`src/hw/rtl/vzc_pkg.sv`:
```
// shared types and constants of the varint / zigzag codec
// used by the controller, the datapath and the top level
package vzc_pkg;

    localparam int GROUP_BITS   = 7;
    localparam int NARROW_BYTES = 5;
    localparam int WIDE_BYTES   = 10;
    localparam int ENC_MAX_CNT  = 9;

    localparam logic OP_ENCODE = 1'b0;
    localparam logic OP_DECODE = 1'b1;

    localparam logic KIND_ENC = 1'b0;
    localparam logic KIND_DEC = 1'b1;

    typedef struct packed {
        logic load_enc;   // accept an encode beat, emit its first byte
        logic step_enc;   // emit the next byte of the running encode
        logic dec_byte;   // accept a decode byte
    } t_dp_cmd;

    typedef struct packed {
        logic enc_more;   // encode byte being emitted is not the last
        logic dec_done;   // decode byte closes the varint
    } t_dp_status;

endpackage

```
`src/hw/rtl/vzc_ctrl.sv`:
```
// controller state machine of the codec: handshakes and output valid
// depends on vzc_pkg
module vzc_ctrl (
    input  logic                i_clk,
    input  logic                i_rst_n,
    input  logic                i_in_valid,
    input  logic                i_operation,
    output logic                o_in_ready,
    input  logic                i_out_ready,
    output logic                o_out_valid,
    input  vzc_pkg::t_dp_status i_status,
    output vzc_pkg::t_dp_cmd    o_cmd
);

    localparam logic ST_IDLE = 1'b0;
    localparam logic ST_ENC  = 1'b1;

    logic r_state, n_state;
    logic r_out_valid, n_out_valid;
    logic out_free;
    logic accept;
    logic emit;

    assign out_free   = !r_out_valid || i_out_ready;
    assign o_in_ready = (r_state == ST_IDLE) && out_free;
    assign accept     = i_in_valid && o_in_ready;

    always_comb begin
        o_cmd.load_enc = accept && (i_operation == vzc_pkg::OP_ENCODE);
        o_cmd.dec_byte = accept && (i_operation == vzc_pkg::OP_DECODE);
        o_cmd.step_enc = (r_state == ST_ENC) && out_free;
    end

    assign emit = o_cmd.load_enc || o_cmd.step_enc || (o_cmd.dec_byte && i_status.dec_done);

    always_comb begin
        n_state = r_state;
        unique case (r_state)
            ST_IDLE: begin
                if (o_cmd.load_enc && i_status.enc_more) n_state = ST_ENC;
            end
            ST_ENC: begin
                if (o_cmd.step_enc && !i_status.enc_more) n_state = ST_IDLE;
            end
            default: n_state = ST_IDLE;
        endcase
    end

    always_comb begin
        n_out_valid = r_out_valid;
        if (emit) n_out_valid = 1'b1;
        else if (i_out_ready) n_out_valid = 1'b0;
    end

    always_ff @(posedge i_clk) begin
        if (!i_rst_n) begin
            r_state     <= ST_IDLE;
            r_out_valid <= 1'b0;
        end else begin
            r_state     <= n_state;
            r_out_valid <= n_out_valid;
        end
    end

    assign o_out_valid = r_out_valid;

endmodule

```
`src/hw/rtl/vzc_datapath.sv`:
```
// datapath of the codec: zigzag map, encode shifter, decode accumulator
// and the output register; depends on vzc_pkg
module vzc_datapath (
    input  logic                i_clk,
    input  logic                i_rst_n,
    input  vzc_pkg::t_dp_cmd    i_cmd,
    input  logic                i_wide,
    input  logic                i_signed_mode,
    input  logic [63:0]         i_value,
    input  logic [7:0]          i_in_byte,
    output vzc_pkg::t_dp_status o_status,
    output logic                o_out_kind,
    output logic [7:0]          o_out_byte,
    output logic [63:0]         o_out_value,
    output logic                o_out_last
);

    // encode side
    logic [63:0] r_enc_val, n_enc_val;
    logic [3:0]  r_enc_cnt, n_enc_cnt;
    logic [63:0] enc_mapped;
    logic [63:0] enc_cur;
    logic [3:0]  enc_cur_cnt;
    logic        enc_more;
    logic [7:0]  enc_byte;

    // decode side
    logic [63:0] r_partial, n_partial;
    logic [3:0]  r_bytes, n_bytes;
    logic        r_lwide, n_lwide;
    logic        r_lsigned, n_lsigned;
    logic        dec_first;
    logic        dec_w;
    logic        dec_s;
    logic [6:0]  dec_shift;
    logic [63:0] dec_group;
    logic [63:0] dec_acc;
    logic [3:0]  dec_next;
    logic [3:0]  dec_limit;
    logic        dec_done;
    logic [63:0] dec_raw;
    logic [31:0] dec_nar;
    logic [63:0] dec_result;

    // output register
    logic        r_out_kind;
    logic [7:0]  r_out_byte;
    logic [63:0] r_out_value;
    logic        r_out_last;

    always_comb begin
        if (i_wide) begin
            enc_mapped = i_signed_mode ? ({i_value[62:0], 1'b0} ^ {64{i_value[63]}}) : i_value;
        end else if (i_signed_mode) begin
            enc_mapped = {32'b0, {i_value[30:0], 1'b0} ^ {32{i_value[31]}}};
        end else begin
            enc_mapped = {32'b0, i_value[31:0]};
        end
    end

    assign enc_cur     = i_cmd.load_enc ? enc_mapped : r_enc_val;
    assign enc_cur_cnt = i_cmd.load_enc ? 4'd0 : r_enc_cnt;
    assign enc_more    = (enc_cur[63:7] != 57'b0) && (enc_cur_cnt != 4'(vzc_pkg::ENC_MAX_CNT));
    assign enc_byte    = enc_more ? {1'b1, enc_cur[6:0]} : enc_cur[7:0];

    always_comb begin
        n_enc_val = r_enc_val;
        n_enc_cnt = r_enc_cnt;
        if (i_cmd.load_enc || i_cmd.step_enc) begin
            n_enc_val = {7'b0, enc_cur[63:7]};
            n_enc_cnt = enc_cur_cnt + 4'd1;
        end
    end

    // width and sign come from the first byte of a varint only
    assign dec_first = (r_bytes == 4'd0);
    assign dec_w     = dec_first ? i_wide : r_lwide;
    assign dec_s     = dec_first ? i_signed_mode : r_lsigned;
    assign dec_shift = 7'(r_bytes) * 7'(vzc_pkg::GROUP_BITS);
    assign dec_group = dec_shift[6] ? 64'b0 : ({57'b0, i_in_byte[6:0]} << dec_shift[5:0]);
    assign dec_acc   = r_partial | dec_group;
    assign dec_next  = r_bytes + 4'd1;
    assign dec_limit = dec_w ? 4'(vzc_pkg::WIDE_BYTES) : 4'(vzc_pkg::NARROW_BYTES);
    assign dec_done  = !i_in_byte[7] || (dec_next >= dec_limit);
    assign dec_raw   = dec_w ? dec_acc : {32'b0, dec_acc[31:0]};
    assign dec_nar   = {1'b0, dec_raw[31:1]} ^ {32{dec_raw[0]}};

    always_comb begin
        if (!dec_s) begin
            dec_result = dec_raw;
        end else if (dec_w) begin
            dec_result = {1'b0, dec_raw[63:1]} ^ {64{dec_raw[0]}};
        end else begin
            dec_result = {{32{dec_nar[31]}}, dec_nar};
        end
    end

    always_comb begin
        n_partial = r_partial;
        n_bytes   = r_bytes;
        n_lwide   = r_lwide;
        n_lsigned = r_lsigned;
        if (i_cmd.dec_byte) begin
            n_lwide   = dec_w;
            n_lsigned = dec_s;
            if (dec_done) begin
                n_partial = 64'b0;
                n_bytes   = 4'd0;
            end else begin
                n_partial = dec_acc;
                n_bytes   = dec_next;
            end
        end
    end

    always_ff @(posedge i_clk) begin
        if (!i_rst_n) begin
            r_partial <= 64'b0;
            r_bytes   <= 4'd0;
            r_lwide   <= 1'b0;
            r_lsigned <= 1'b0;
        end else begin
            r_partial <= n_partial;
            r_bytes   <= n_bytes;
            r_lwide   <= n_lwide;
            r_lsigned <= n_lsigned;
        end
    end

    always_ff @(posedge i_clk) begin
        r_enc_val <= n_enc_val;
        r_enc_cnt <= n_enc_cnt;
        if (i_cmd.load_enc || i_cmd.step_enc) begin
            r_out_kind  <= vzc_pkg::KIND_ENC;
            r_out_byte  <= enc_byte;
            r_out_value <= 64'b0;
            r_out_last  <= !enc_more;
        end else if (i_cmd.dec_byte && dec_done) begin
            r_out_kind  <= vzc_pkg::KIND_DEC;
            r_out_byte  <= 8'b0;
            r_out_value <= dec_result;
            r_out_last  <= 1'b1;
        end
    end

    assign o_status.enc_more = enc_more;
    assign o_status.dec_done = dec_done;
    assign o_out_kind  = r_out_kind;
    assign o_out_byte  = r_out_byte;
    assign o_out_value = r_out_value;
    assign o_out_last  = r_out_last;

endmodule

```
`src/hw/rtl/varint_zigzag_codec_unit.sv`:
```
// Varint codec for 32/64-bit integers, with zigzag mapping in signed mode.
// One input stream (s_axis) carries encode requests or decode bytes,
// selected by tuser bit 0; one output stream (m_axis) carries results.
// Encode: a value beat produces 1..5 (32-bit) or 1..10 (64-bit) byte
// beats, low group first, tlast on the final byte. The first byte appears
// in the cycle after the input beat, then one byte per cycle while the
// receiver takes them; the input is held off (tready low) until the last
// byte is loaded.
// Decode: one byte beat per cycle while tready is high; the byte that
// closes a varint (bit 7 clear, or the 5th / 10th byte) yields one value
// beat with tlast high, in the next cycle. Other decode bytes yield nothing.
// The single output register sets the rate: outside an encode, a new beat
// is taken whenever that register is empty or being drained in the same cycle.
// If the receiver stalls, the output beat holds and the input stalls too.
// Reset (synchronous, i_rst_n low) empties the output register, drops any
// encode in flight and clears the partial decode state.
// Depends on vzc_pkg, vzc_ctrl and vzc_datapath.
module varint_zigzag_codec_unit (
    input  logic        i_clk,
    input  logic        i_rst_n,
    input  logic        s_axis_tvalid,
    output logic        s_axis_tready,
    input  logic [71:0] s_axis_tdata,   // value[63:0], in_byte[71:64]
    input  logic [2:0]  s_axis_tuser,   // operation[0], wide[1], signed_mode[2]
    output logic        m_axis_tvalid,
    input  logic        m_axis_tready,
    output logic [71:0] m_axis_tdata,   // out_byte[7:0], out_value[71:8]
    output logic        m_axis_tuser,   // kind[0]
    output logic        m_axis_tlast
);

    vzc_pkg::t_dp_cmd    cmd;
    vzc_pkg::t_dp_status status;
    logic [7:0]          out_byte;
    logic [63:0]         out_value;

    vzc_ctrl u_ctrl (
        .i_clk       (i_clk),
        .i_rst_n     (i_rst_n),
        .i_in_valid  (s_axis_tvalid),
        .i_operation (s_axis_tuser[0]),
        .o_in_ready  (s_axis_tready),
        .i_out_ready (m_axis_tready),
        .o_out_valid (m_axis_tvalid),
        .i_status    (status),
        .o_cmd       (cmd)
    );

    vzc_datapath u_dp (
        .i_clk         (i_clk),
        .i_rst_n       (i_rst_n),
        .i_cmd         (cmd),
        .i_wide        (s_axis_tuser[1]),
        .i_signed_mode (s_axis_tuser[2]),
        .i_value       (s_axis_tdata[63:0]),
        .i_in_byte     (s_axis_tdata[71:64]),
        .o_status      (status),
        .o_out_kind    (m_axis_tuser),
        .o_out_byte    (out_byte),
        .o_out_value   (out_value),
        .o_out_last    (m_axis_tlast)
    );

    assign m_axis_tdata = {out_value, out_byte};

endmodule

```
`config.mk`:
```
export PLATFORM = sky130hd
export DESIGN_NAME = varint_zigzag_codec_unit
export DESIGN_NICKNAME = d
export VERILOG_FILES = /design/src/hw/rtl/vzc_pkg.sv /design/src/hw/rtl/vzc_ctrl.sv /design/src/hw/rtl/vzc_datapath.sv /design/src/hw/rtl/varint_zigzag_codec_unit.sv
export SDC_FILE = /design/constraint.sdc
export NUM_CORES = 1
export LEC_CHECK = 0
export BUFFER_PORTS_ARGS = -buffer_cell sky130_fd_sc_hd__clkbuf_2
export CAP_MARGIN = 20
export CORE_UTILIZATION = 47
export CTS_CLUSTER_DIAMETER = 150
export DETAILED_ROUTE_END_ITERATION = 10
export HOLD_SLACK_MARGIN = 0.08
export PLACE_DENSITY = 0.77
export SLEW_MARGIN = 0
export SYNTH_ARGS = -nofsm -noshare
export SYNTH_HDL_FRONTEND = slang
export SYNTH_SLANG_ARGS = --single-unit
```
`constraint.sdc`:
```
create_clock -name i_clk -period 7.1 [get_ports i_clk]
set_input_delay 1.42 -clock i_clk [delete_from_list [all_inputs] [get_ports i_clk]]
set_output_delay 1.42 -clock i_clk [all_outputs]
set_load 0.05 [all_outputs]
```
==> results by group <==
Synthesis
  – Most instantiated cells after synthesis: nor2_1, o21ai_0, nand2_1
  – Syn Area/Cell: 8.53 um^2
  – Post-Synthesis Cells: roughly 1.4k
  – Yosys reg bits: just over 200
  – Async SR Flop Fraction: 0%
  – Cell taking the most area after synthesis: dfxtp_1
  – Most used DFF post-synth: dfxtp_1
  – Syn Nets: about 1.4k
  – Cell Area, Synth: around 12,000 um^2
  – Area share of the largest cell type after synthesis: a little under a quarter
  – Number of synthesized flops with an enable pin: 70
  – Largest cells by area after synthesis: dfxtp_1, edfxtp_1, xnor2_1, o21ai_0, nor2_1
  – Synthesis warning total: 0
  – Sequential share of the synthesized area: a little over two fifths
  – Synth cell types: slightly above 70

CTS
  – Buffer levels on the longest clock path: 3
  – TritonCTS clock tree: yes
  – Post-cts resize count: 0
  – Post CTS Setup Buffer Count: 0
  – Clk sinks: roughly 210
  – Clock root cell: clkbuf_16
  – Worst-path clk slew: about 0.06 ns
  – Hold bufs inserted after CTS: 0
  – Clk Latency, worst-skew pair: around 0.5 ns
  – H-Tree Depth: 1
  – TritonCTS Buffers: 22

Setup path
  – CP most frequent cell: fa_1
  – Worst reg2reg startpoint: u_dp.r_bytes[0]
  – Cells traversed along the worst timing path: fa_1 > ha_1 > inv_1 > fa_1 > clkinv_1 > nor2_1 > a41o_2 > nand2_1 > o21a_1 > a31oi_1
  – Crit path max fanout: 45
  – Reg-to-reg critical path endpoint: u_dp.o_out_value[32]
  – Slowest cell delay on critical path: about 1.1 ns
  – Worst path arrival time: around 5.6 ns
  – R2r setup slk: between 1.5 and 2 ns
  – Worst setup path class: flip-flop to flip-flop
  – Worst Setup Start Kind: flip-flop
  – Worst reg2reg path depth: 10
  – Critical Path Slowest Stage Cell: a41o_2
  – WP data required: around 7.5 ns
  – Worst Setup End Kind: flip-flop

Placement
  – RePlAce Congestion: about 0.96
  – DP Cell Count: between 1.5k and 2k
  – DP Worst Slack: 2.01 ns
  – Post-DP HPWL: between 20 and 25 mm
  – Port bufs: between 150 and 200

Floorplanning
  – Die width: 159 um
  – Starting Density: between 40% and 50%
  – Row count: between 50 and 60
  – # IOs: between 150 and 200
  – Total die area: roughly 25,000 um^2
  – Die height: ~160 um
  – Core area: ~24,000 um^2

Cells and area
  – # nets final: between 1.5k and 2k
  – Multi-input gate area: between 6000 and 7000 um^2
  – Layout cells sized above 1: 16.3%
  – Fillcell total: about 2.1k
  – Register area: roughly 4800 um^2
  – Area grow syn2layout: 13.8%
  – Fin cells: around 1.8k
  – Antenna cell count: 0

STA
  – Final max-slew violation count: 0
  – PnR worst setup slack: 1.97 ns
  – Fin crit share: between 70% and 80%
  – Clock Skews: ~0.011 ns
  – Setup-failing EPs final: 0
  – Fmax: 0.195 GHz
  – Final hold viol count: 0
  – Measured slew at the worst slew-check pin: approximately 1.1 ns
  – Max_slew headroom: 23.9%
  – Fin crit period: 5.13 ns
  – RSZ-0062 raised after global routing: false
  – Post-route setup TNS: 0 ns

Global route
  – Largest net degree at the start of global routing: 77
  – Vias in the first global route: 9,473
  – GRT Total Usage: about a quarter
  – First-pass GRT wire length: about 50 mm
  – Initial antenna violation count: 0
  – Total gr overflow: 0

Min path
  – Hold path start: u_dp.o_out_value[25]
  – WHS Path Cells: 2
  – Worst min path class: flip-flop to flip-flop
  – Hold Path End: u_dp.o_out_value[25]

Routing
  – Post-route ant nets: 0
  – Drt pass-1 iters: 5
  – WL per Instance: approximately 18 um
  – Total wire length: 31.7 mm
  – DR vias/cell: 5.95
  – DR vias: 10.6k
  – # DRC: 0
  – DR iter-0 viols: around 1.2k

Pwr
  – Pleak: 5.06 nW
  – Power, Total: 3.47 mW
  – Pwr dens: about 260 nW/um^2
  – Worst VDD drop: 0.000122 V

Outcome
  – Status: finished clean

Flow run
  – Max-cap violation count: 0
placed cells by master (no fill, tap or decap), types with 50 or more instances in the layout:
cell type | netlist | routed
nor2_1 | 143 | 143
clkbuf_2 | 0 | 154
a31oi_1 | 51 | 50
dfxtp_1 | 137 | 137
xnor2_1 | 103 | 103
nor3_1 | 71 | 70
a21oi_1 | 95 | 95
edfxtp_1 | 70 | 70
nand2_1 | 141 | 140
o21ai_0 | 143 | 143
layout make-up:
cell class                 instances  share of cell area, %
inverter                          21                  0.601
clock inverter                     9                  0.391
sequential                       207                   37.0
clock buffer                      30                   4.68
multi-input combinational       1020                   47.4
timing repair buffer             170                   6.89
tap                              319                   3.05
worst max-delay path, delay by kind of cell (launching register included):
family | cells | cell delay [ns]
AND/OR/NAND/NOR | 2 | 0.89
adder cells (fa/ha/maj) | 3 | 1.66
flip-flops | 1 | 0.54
AO/OA/AOI/OAI | 3 | 1.50
buffers and inverters | 2 | 0.43
per-stage QoR:
stage	util, %	cell area (um^2)	hold WS (ns)
final	55.2	13100	0.452
after global routing	55.2	13100	0.473
after CTS	55.1	13100	0.456
after detailed placement	52.3	12400	0.446
after global placement	52.2	12400	0.445
after floorplan	-	11500	0.438
power by group:
part / internal (mW) / switching (mW) / leakage (nW) / total (mW)
registers: 1.37 / 0.0637 / 1.78 / 1.43
clock network: 0.605 / 0.463 / 0.318 / 1.07
logic: 0.270 / 0.695 / 2.96 / 0.965
total: 2.24 / 1.22 / 5.06 / 3.47
sequential cells by signal (all words and copies together), names as in the netlist:
register and flops:
u_ctrl.o_out_valid 1, u_dp.r_lsigned 1, u_dp.o_out_byte 8, u_dp.r_bytes 4
u_dp.o_out_value 64, u_dp.r_lwide 1, u_dp.r_partial 64, u_dp.r_enc_cnt 4
u_ctrl.r_state 1, u_dp.r_enc_val 57, u_dp.o_out_last 1, u_dp.o_out_kind 1
cells by family after synthesis:
| logic type | count (synthesis) | synth area share, % |
|---|---|---|
| compound gates | 391 | 20.5 |
| fa+ha+maj | 19 | 2.32 |
| mux | 52 | 4.92 |
| flops | 207 | 42.1 |
| simple gates | 448 | 17.3 |
| xor+xnor | 110 | 8.50 |
| buf+inv | 123 | 4.44 |
worst max-delay path by stage:
stage / start / endpoint / slack, ns
finish: u_dp.r_bytes[0] / u_dp.o_out_value[32] / 1.97
global route: u_dp.r_bytes[0] / u_dp.o_out_value[3] / 1.59
CTS: u_dp.r_bytes[0] / u_dp.o_out_value[3] / 2.04
detailed placement: s_axis_tuser[1] / u_dp.o_out_value[3] / 2.01
global placement: s_axis_tuser[1] / u_dp.o_out_value[8] / 2.20
floorplan: m_axis_tready / u_ctrl.o_out_valid / 2.73
routing by layer:
layer / global-route usage [%] / share of wire [%] / up-vias
met5: 0 / 0 / -
met4: 9.98 / 3.8 / 0
met2: 40.6 / 45 / 541
met1: 32.1 / 42 / 4912
met3: 4.79 / 9.1 / 87
li1: - / - / 5036
No activity file was read; power rests on OpenSTA's default activity.
